## config.mk

```make
export PLATFORM = sky130hd
export DESIGN_NAME = bis_ctrl
export DESIGN_NICKNAME = d
export VERILOG_FILES = /design/src/bis_pkg.sv /design/src/bis_ctrl.sv
export SDC_FILE = /design/constraint.sdc
export NUM_CORES = 1
export LEC_CHECK = 0
export ABC_CLOCK_PERIOD_IN_PS = 1700
export BUFFER_PORTS_ARGS = -buffer_cell sky130_fd_sc_hd__buf_2
export CORE_ASPECT_RATIO = 1.1
export CORE_MARGIN = 3
export CORE_UTILIZATION = 35
export CTS_BUF_LIST = sky130_fd_sc_hd__clkbuf_8
export DETAILED_ROUTE_END_ITERATION = 8
export SETUP_SLACK_MARGIN = 0.15
export SYNTH_ARGS = -nofsm -noshare
export SYNTH_HDL_FRONTEND = slang
export SYNTH_SLANG_ARGS = --single-unit
export TNS_END_PERCENT = 20
```

## constraint.sdc

```tcl
create_clock -name clk -period 1.7 [get_ports clk]
set_input_delay 0.425 -clock clk [delete_from_list [all_inputs] [get_ports clk]]
set_output_delay 0.425 -clock clk [all_outputs]
set_load 0.05 [all_outputs]
```

## src/bis_pkg.sv

```systemverilog
package bis_pkg;

  localparam int COORD_W    = 8;
  localparam int LCH_W      = 2;
  localparam int PIX_IN_W   = 16;
  localparam int POS_W      = 16;
  localparam int DIM_W      = 9;
  localparam int NCH_W      = 3;
  localparam int CFG_IDX_W  = 2;
  localparam int CFG_DATA_W = 9;
  localparam int VAL_W      = 16;

  localparam logic [DIM_W-1:0] WIDTH_RST    = 9'd256;
  localparam logic [DIM_W-1:0] HEIGHT_RST   = 9'd256;
  localparam logic [NCH_W-1:0] CHANNELS_RST = 3'd3;

  localparam logic [CFG_IDX_W-1:0] REG_IMAGE_WIDTH     = 2'd0;
  localparam logic [CFG_IDX_W-1:0] REG_IMAGE_HEIGHT    = 2'd1;
  localparam logic [CFG_IDX_W-1:0] REG_CHANNELS_IN_USE = 2'd2;

  localparam logic REQ_LOAD   = 1'b0;
  localparam logic REQ_SAMPLE = 1'b1;

  // neighbor order: top-left, top-right, bottom-left, bottom-right
  localparam logic [1:0] NB_00 = 2'd0;
  localparam logic [1:0] NB_01 = 2'd1;
  localparam logic [1:0] NB_10 = 2'd2;
  localparam logic [1:0] NB_11 = 2'd3;

  typedef enum logic [2:0] {
    S_IDLE,
    S_CALC,
    S_BASE,
    S_WRITE,
    S_READ,
    S_DRAIN1,
    S_DRAIN2,
    S_EMIT
  } bis_state_t;

  typedef struct packed {
    logic                req_type;
    logic [COORD_W-1:0]  load_col;
    logic [COORD_W-1:0]  load_row;
    logic [LCH_W-1:0]    load_channel;
    logic [PIX_IN_W-1:0] pixel_value;
    logic [POS_W-1:0]    sample_x;
    logic [POS_W-1:0]    sample_y;
  } bis_req_t;

  typedef struct packed {
    logic [VAL_W-1:0] sample_value;
    logic [1:0]       out_channel;
    logic             last_channel;
    logic             out_of_range;
  } bis_res_t;

  typedef struct packed {
    logic       latch;
    logic       calc;
    logic       base;
    logic       wr_en;
    logic       rd_en;
    logic [1:0] nb;
    logic [1:0] ch;
    logic       acc_clr;
    logic       emit;
    logic       last;
  } bis_cmd_t;

  typedef struct packed {
    logic             is_sample;
    logic             oor;
    logic [NCH_W-1:0] nch;
    logic             out_free;
  } bis_sts_t;

endpackage

```

## src/bis_ctrl.sv

```systemverilog
module bis_ctrl (
  input  logic              clk,
  input  logic              rst_n,
  input  logic              in_valid,
  output logic              in_ready,
  input  bis_pkg::bis_sts_t sts,
  output bis_pkg::bis_cmd_t cmd
);

  bis_pkg::bis_state_t state_r, state_nxt;
  logic [1:0] ch_r, ch_nxt;
  logic [1:0] nb_r, nb_nxt;
  logic       last_ch;

  assign last_ch = ({1'b0, ch_r} + 3'd1) == sts.nch;

  always_ff @(posedge clk) begin
    if (!rst_n) begin
      state_r <= bis_pkg::S_IDLE;
      ch_r    <= 2'd0;
      nb_r    <= 2'd0;
    end else begin
      state_r <= state_nxt;
      ch_r    <= ch_nxt;
      nb_r    <= nb_nxt;
    end
  end

  always_comb begin
    state_nxt = state_r;
    ch_nxt    = ch_r;
    nb_nxt    = nb_r;
    case (state_r)
      bis_pkg::S_IDLE: begin
        ch_nxt = 2'd0;
        if (in_valid) state_nxt = bis_pkg::S_CALC;
      end
      bis_pkg::S_CALC: state_nxt = bis_pkg::S_BASE;
      bis_pkg::S_BASE: begin
        nb_nxt = bis_pkg::NB_00;
        if (!sts.is_sample) state_nxt = bis_pkg::S_WRITE;
        else if (sts.oor)   state_nxt = bis_pkg::S_EMIT;
        else                state_nxt = bis_pkg::S_READ;
      end
      bis_pkg::S_WRITE: state_nxt = bis_pkg::S_IDLE;
      bis_pkg::S_READ: begin
        nb_nxt = nb_r + 2'd1;
        if (nb_r == bis_pkg::NB_11) state_nxt = bis_pkg::S_DRAIN1;
      end
      bis_pkg::S_DRAIN1: state_nxt = bis_pkg::S_DRAIN2;
      bis_pkg::S_DRAIN2: state_nxt = bis_pkg::S_EMIT;
      bis_pkg::S_EMIT: begin
        if (sts.out_free) begin
          if (last_ch) begin
            state_nxt = bis_pkg::S_IDLE;
          end else begin
            ch_nxt    = ch_r + 2'd1;
            nb_nxt    = bis_pkg::NB_00;
            state_nxt = sts.oor ? bis_pkg::S_EMIT : bis_pkg::S_READ;
          end
        end
      end
      default: state_nxt = bis_pkg::S_IDLE;
    endcase
  end

  always_comb begin
    cmd      = '0;
    cmd.ch   = ch_r;
    cmd.nb   = nb_r;
    in_ready = 1'b0;
    case (state_r)
      bis_pkg::S_IDLE: begin
        in_ready  = 1'b1;
        cmd.latch = in_valid;
      end
      bis_pkg::S_CALC:  cmd.calc  = 1'b1;
      bis_pkg::S_BASE:  cmd.base  = 1'b1;
      bis_pkg::S_WRITE: cmd.wr_en = 1'b1;
      bis_pkg::S_READ: begin
        cmd.rd_en   = 1'b1;
        cmd.acc_clr = nb_r == bis_pkg::NB_00;
      end
      bis_pkg::S_DRAIN1, bis_pkg::S_DRAIN2: ;
      bis_pkg::S_EMIT: begin
        cmd.emit = sts.out_free;
        cmd.last = last_ch;
      end
      default: ;
    endcase
  end

endmodule

```

==> impl_metrics.yaml, run 1 <==
floorplan:
  starting_density_of_the_core_pct: 39.2
  dieHeight_um: 48.3
  placementRows: 14
  core-area_mm2: 0.00145
  ioPinCount: 22
  die_footprint_mm2: 0.00215
  die_x_um: 44.5
grt:
  grt_pass1_vias: 629
  globalRouteOverflowTotal: 0
  grt_start_max_net_pins: 14
  antenna_found_initial: 0
  grt_pass1_wl_um: 2700
  gr-usage-all-layers_pct: 16.0
clock_tree:
  cts_made_buffers: 3
  clock_tree.buffer_depth: 2
  worstSkewPairLatency_ns: 0.23
  cts_tree: "built"
  cts_num_sinks: 7
  clk_pin_slew_ns: 0.05
  clock_tree.root_cell: "clkbuf_8"
  cts-htree-levels: 1
timing:
  period_needed_ns: 1.78
  relSlewSlack_pct: 83.1
  layout_setup_ws_ns: -0.0841
  setup-tns-final_ns: -0.148
  final-hold-violation-count: 0
  slew_viols_final: 0
  finalClockSkew_ns: 0.00637
  worst-slew-pin-transition_ns: 0.252
  setup_viol: 2
  grt_setup_unrepaired: "yes"
  clock.fmax_mhz: 561
  finalCritPeriodShare_pct: 105
pwr:
  internal_power_contribution_uw: 538
  total_leakage_power_nw: 0.420
  swShare_pct: 42.8
  maximum_vdd_drop_v: 0.000671
  cellPowerDensity_mw_per_mm2: 1010
  clock_network_power_share_pct: 25.7
  power.net_switching_uw: 403
  p_seq_share_pct: 21.7
  comb_power_share_pct: 52.6
min_path:
  hold_path.class: "flip-flop to flip-flop"
logic_synthesis:
  synthTopCellsByArea: "dfxtp_1 (25%), and3_1 (6.6%), ha_1 (6.6%)"
  post-synth-top-area-cell: "dfxtp_1"
  postSynthRegisterBits: 7
  average_cell_area_after_synthesis_um2: 7.80
  yosysSeqAreaShare_pct: 24.6
  share_of_yosys_cell_area_claimed_by_the_top_area_cell_type_pct: 24.6
  netlist-cell-type-count: 36
  postSynthNetCount: 85
  yosys_warning_total: 0
  syn_inst: 73
  synthesis.area_um2: 569
layout:
  insertedDiodeCount: 0
  final_area_um2: 935
  area_growth_pct: 64.2
  net_count_reported_at_finish: 116
  drive_gt1_share_pct: 53.4
route:
  wire_per_inst_um: 13.7
  route.antenna.remaining_nets: 0
  finalWirelength_um: 1640
  drt-vias-per-instance: 5.53
  met3_wirelength_um: 69
  drt_iter0_drc: 6
  drc: 0
  m1WireLength_um: 740
  met2RoutedLength_um: 826
  firstDrtPassIters: 4
  via_total_after_detailed_routing: 658
  dr.max_layer_used: "met3"
placement:
  dpl-instance-area_um2: 771
  hpwlAfterDp_um: 1230
  portBuffers: 21
  place.gp.congestion: 0.806
critical_path:
  worst-endpoint-arrival_ns: 1.36
  crit_path_cell_trace: "ha_4, xnor2_2, nand3_2, nor2_4, buf_6"
  crit_required_ns: 1.27
  critPathLaunchType: "flip-flop"
  timing.critical_path.to_type: "output port"
  cp_slowest_cell: "dfxtp_4"
  timing_worst_setup_path_type: "flip-flop to output port"
  slowest_delay_ns: 0.35
  maximum_net_fanout_on_the_critical_path: 4
outcome:
  status: "finished, violations left"
  failed_checks: "setup timing"
flow_run:
  cap_violations: 0
==> cells in the mapped netlist (all sizes together) <==
cell type and number:
and4 2, inv 5, xor2 1, a21oi 3, o2111ai 1, o21a 1, o311a 1, nand2b 1
o31a 1, o22ai 1, a311oi 1, ha 3, a2bb2oi 1, o2bb2ai 1, nor2 4, nand3 3
nor2b 1, nor4 1, o21ai 3, o211ai 2, nand4b 1, a21bo 1, nor3 1, xnor2 2
and2 2, mux2i 1, a31oi 4, buf 2, and3 6, clkbuf 2, nand2 6, dfxtp 7
and4b 1
==> layer usage <==
layer / up-vias / track usage (%)
li1: 332 / -
met1: 312 / 21.3
met2: 14 / 24.8
met3: 0 / 5.56
met4: 0 / 3.02
met5: - / 0
==> cell usage in the layout, fill, tap and decap left out, types with 2 or more instances in the layout <==
cell type / count
buf_2: 12
buf_6: 11
buf_4: 6
and3_1: 5
nand2_1: 5
inv_1: 4
a31oi_1: 4
dfxtp_2: 4
a21oi_1: 3
o21ai_0: 3
clkbuf_8: 3
nor2_2: 2
xnor2_2: 2
nand3_1: 2
o211ai_1: 2
ha_1: 2
dfxtp_4: 2
==> sequential cells by signal, summed over array words and instances, names as in the netlist <==
register  flops
state_r       3
nb_r          2
ch_r          2
==> final timing paths <==
path / start / end / slack [ns] / depth (start not counted)
max reg2reg: ch_r[1] / state_r[0] / -0.06 / 7
min reg2reg: nb_r[0] / nb_r[0] / 0.47 / 1
min: nb_r[0] / nb_r[0] / 0.47 / 1
max: ch_r[1] / cmd[0] / -0.08 / 5
==> per-stage QoR <==
stage | hold slack, ns | util [%] | setup slack, ns | cells | total power, mW
after floorplan | 0.570 | - | 0.000981 | 73 | 0.495
after detailed placement | 0.504 | 53.0 | 0.0345 | 112 | 0.603
final | 0.469 | 64.3 | -0.0841 | 119 | 0.940
after CTS | 0.475 | 62.5 | -0.0961 | 118 | 0.923
after global routing | 0.495 | 64.3 | -0.139 | 119 | 0.992
after global placement | 0.492 | 53.0 | 0.0487 | 112 | 0.601
==> timing repair <==
item / CTS / global route
hold buffers: 0 / 0
endpoints found under the setup margin: 10 / 14
buffers inserted: 2 / 1
gates resized for setup: 26 / 6
pin swaps: 4 / 1
endpoints found under the hold margin: 0 / 0
==> logic make-up (layout without fill, tap and decap cells) <==
group | Yosys count | in the layout | share of synthesized area, %
simple gates | 29 | 29 | 30.1
compound gates | 21 | 21 | 25.9
buf+inv | 9 | 39 | 6.37
flops | 7 | 7 | 24.6
fa+ha+maj | 3 | 3 | 6.59
xor+xnor | 3 | 3 | 4.62
mux | 1 | 1 | 1.76
==> power groups by stage <==
| stage | registers, mW | clock network, mW | logic [mW] |
|---|---|---|---|
| finish | 0.204 | 0.242 | 0.495 |
| global route | 0.205 | 0.259 | 0.529 |
| CTS | 0.202 | 0.245 | 0.475 |
| detailed placement | 0.199 | 0 | 0.404 |
| global placement | 0.199 | 0 | 0.402 |
| floorplan | 0.207 | 0 | 0.288 |
==> cell type report <==
type | count | area (µm²)
fillers | 124 | 519
clock buffers | 3 | 41.3
multi-input cells | 57 | 450
repair buffers | 30 | 244
inverters | 5 | 22.5
flip-flops and latches | 7 | 153
well taps | 16 | 20.0
clock inverters | 1 | 3.75
==> worst max-delay path, delay by kind of cell, from the launching register on <==
| kind | cells | cell delay (ns) |
|---|---|---|
| xor gates and xnor gates | 1 | 0.11 |
| adders and majority gates | 1 | 0.28 |
| buffers and inverters | 1 | 0.16 |
| DFF | 1 | 0.35 |
| and+or+nand+nor | 2 | 0.23 |
Power figures use the tool's default switching activity.
==> run 2: changes to the inputs <==
- RECOVER_POWER: unset -> 25
==> run 2 against run 1 <==
The flow still finishes with violations (setup timing). Sequential cell count is the same. Core utilization shrank 0.17 points. Global-route usage is the same. Highest routed layer unchanged. Sequential share of layout area is essentially flat. Worst setup slack is essentially flat. Final area shrank 0.27%. Cell count is the same. Clock power is essentially flat.
==> impl_metrics.yaml, run 2 (same netlist as run 1, synthesis figures left out) <==
grt:
  grt_pass1_vias: 629
  antenna_found_initial: 0
  grt_pass1_wl_um: 2700
  grt_start_max_net_pins: 14
  globalRouteOverflowTotal: 0
  gr-usage-all-layers_pct: 16.0
pwr:
  finalPower_uw: 940
  cellPowerDensity_mw_per_mm2: 1010
  maximum_vdd_drop_v: 0.000671
  total_leakage_power_nw: 0.410
layout:
  drive_gt1_share_pct: 51.5
  final_area_um2: 932
  layout.cells.non_filler: 119
  net_count_reported_at_finish: 116
  layout.cells.most_common: "buf_6"
  largest_register_ff_count: 3
  utilization_pct: 64.1
  fillers: 126
  mostFrequentLayoutCells: "buf_6 (11), buf_2 (9), buf_4 (6), and3_1 (5), nand2_1 (5)"
  biggestRegsByFlops: "state_r x3, ch_r x2, nb_r x2"
  register_ranked_first_by_flip_flop_count: "state_r"
  insertedDiodeCount: 0
  area_growth_pct: 63.7
timing:
  setup_viol: 2
  grt_setup_unrepaired: "yes"
  clock.fmax_mhz: 561
  setup-tns-final_ns: -0.149
  finalHoldWorstSlack_ns: 0.469
  relSlewSlack_pct: 61.0
  final-hold-violation-count: 0
  period_needed_ns: 1.78
  finalClockSkew_ns: 0.00638
  layout_setup_ws_ns: -0.0841
  slew_viols_final: 0
  finalCritPeriodShare_pct: 105
  worst-slew-pin-transition_ns: 0.588
route:
  firstDrtPassIters: 4
  drt_iter0_drc: 6
  finalWirelength_um: 1650
  drt-vias-per-instance: 5.54
  drc: 0
  via_total_after_detailed_routing: 659
  route.antenna.remaining_nets: 0
  wire_per_inst_um: 13.8
min_path:
  hold_path.class: "flip-flop to flip-flop"
clock_tree:
  cts_made_buffers: 3
  worstSkewPairLatency_ns: 0.23
  clk_pin_slew_ns: 0.05
  clock_tree.buffer_depth: 2
  cts_tree: "built"
  cts_num_sinks: 7
  cts-htree-levels: 1
  clock_tree.root_cell: "clkbuf_8"
  number_of_hold_repair_buffers_added_at_the_cts_stage: 0
outcome:
  status: "finished, violations left"
  failed_checks: "setup timing"
critical_path:
  critPathLaunchType: "flip-flop"
  timing.critical_path.to_type: "output port"
  timing_worst_setup_path_type: "flip-flop to output port"
  maximum_net_fanout_on_the_critical_path: 4
  crit_required_ns: 1.27
  worst-endpoint-arrival_ns: 1.36
placement:
  preCtsSetupSlack_ns: 0.0345
  cells_after_dpl: 112
  dpl-instance-area_um2: 771
  hpwlAfterDp_um: 1230
  place.gp.congestion: 0.806
  portBuffers: 21
floorplan:
  core-area_mm2: 0.00145
  placementRows: 14
  dieHeight_um: 48.3
  ioPinCount: 22
  die_x_um: 44.5
  starting_density_of_the_core_pct: 39.2
  die_footprint_mm2: 0.00215
flow_run:
  cap_violations: 0
==> run 2: cell count changes in the layout (fill, tap and decap cells not counted) <==
cell      change
clkbuf_1      +2
buf_2         -3
clkbuf_2      +1
==> run 2: final timing paths <==
check	startpoint	to	slack [ns]	cells after the start
setup / recovery	ch_r[1]	cmd[0]	-0.08	5
hold / removal	nb_r[0]	nb_r[0]	0.47	1
hold reg to reg	nb_r[0]	nb_r[0]	0.47	1
setup reg to reg	ch_r[1]	state_r[0]	-0.06	7
==> run 2: what timing repair did <==
item / CTS / global route
buffers inserted: 2 / 1
resized for setup: 26 / 6
setup endpoints to repair: 10 / 14
pin swaps: 4 / 1
==> run 2: report_power, final <==
part | switching, mW | internal, mW
clock | 0.0842 | 0.157
combinational | 0.297 | 0.197
sequential | 0.0218 | 0.182
==> run 2: metal layers <==
| layer | GRT usage [%] | vias to the layer above | routed length (µm) |
|---|---|---|---|
| met5 | 0 | - | 0 |
| met4 | 3.02 | 0 | 0 |
| met3 | 5.56 | 0 | 86 |
| met2 | 24.8 | 19 | 819 |
| met1 | 21.3 | 306 | 739 |
| li1 | - | 334 | - |
==> run 2: critical path, cell delays in order (launching register included) <==
cell and delay (ns):
dfxtp_4 0.35, ha_4 0.28, xnor2_2 0.11, nand3_2 0.13
nor2_4 0.10, buf_6 0.16
==> run 2: cell type report <==
type | count | area (µm²) | share of cell area, %
Multi-Input combinational cell | 57 | 450 | 48.3
Timing Repair Buffer | 30 | 241 | 25.9
Sequential cell | 7 | 153 | 16.4
Clock buffer | 3 | 41.3 | 4.43
Inverter | 5 | 22.5 | 2.42
Tap cell | 16 | 20.0 | 2.15
Clock inverter | 1 | 3.75 | 0.403
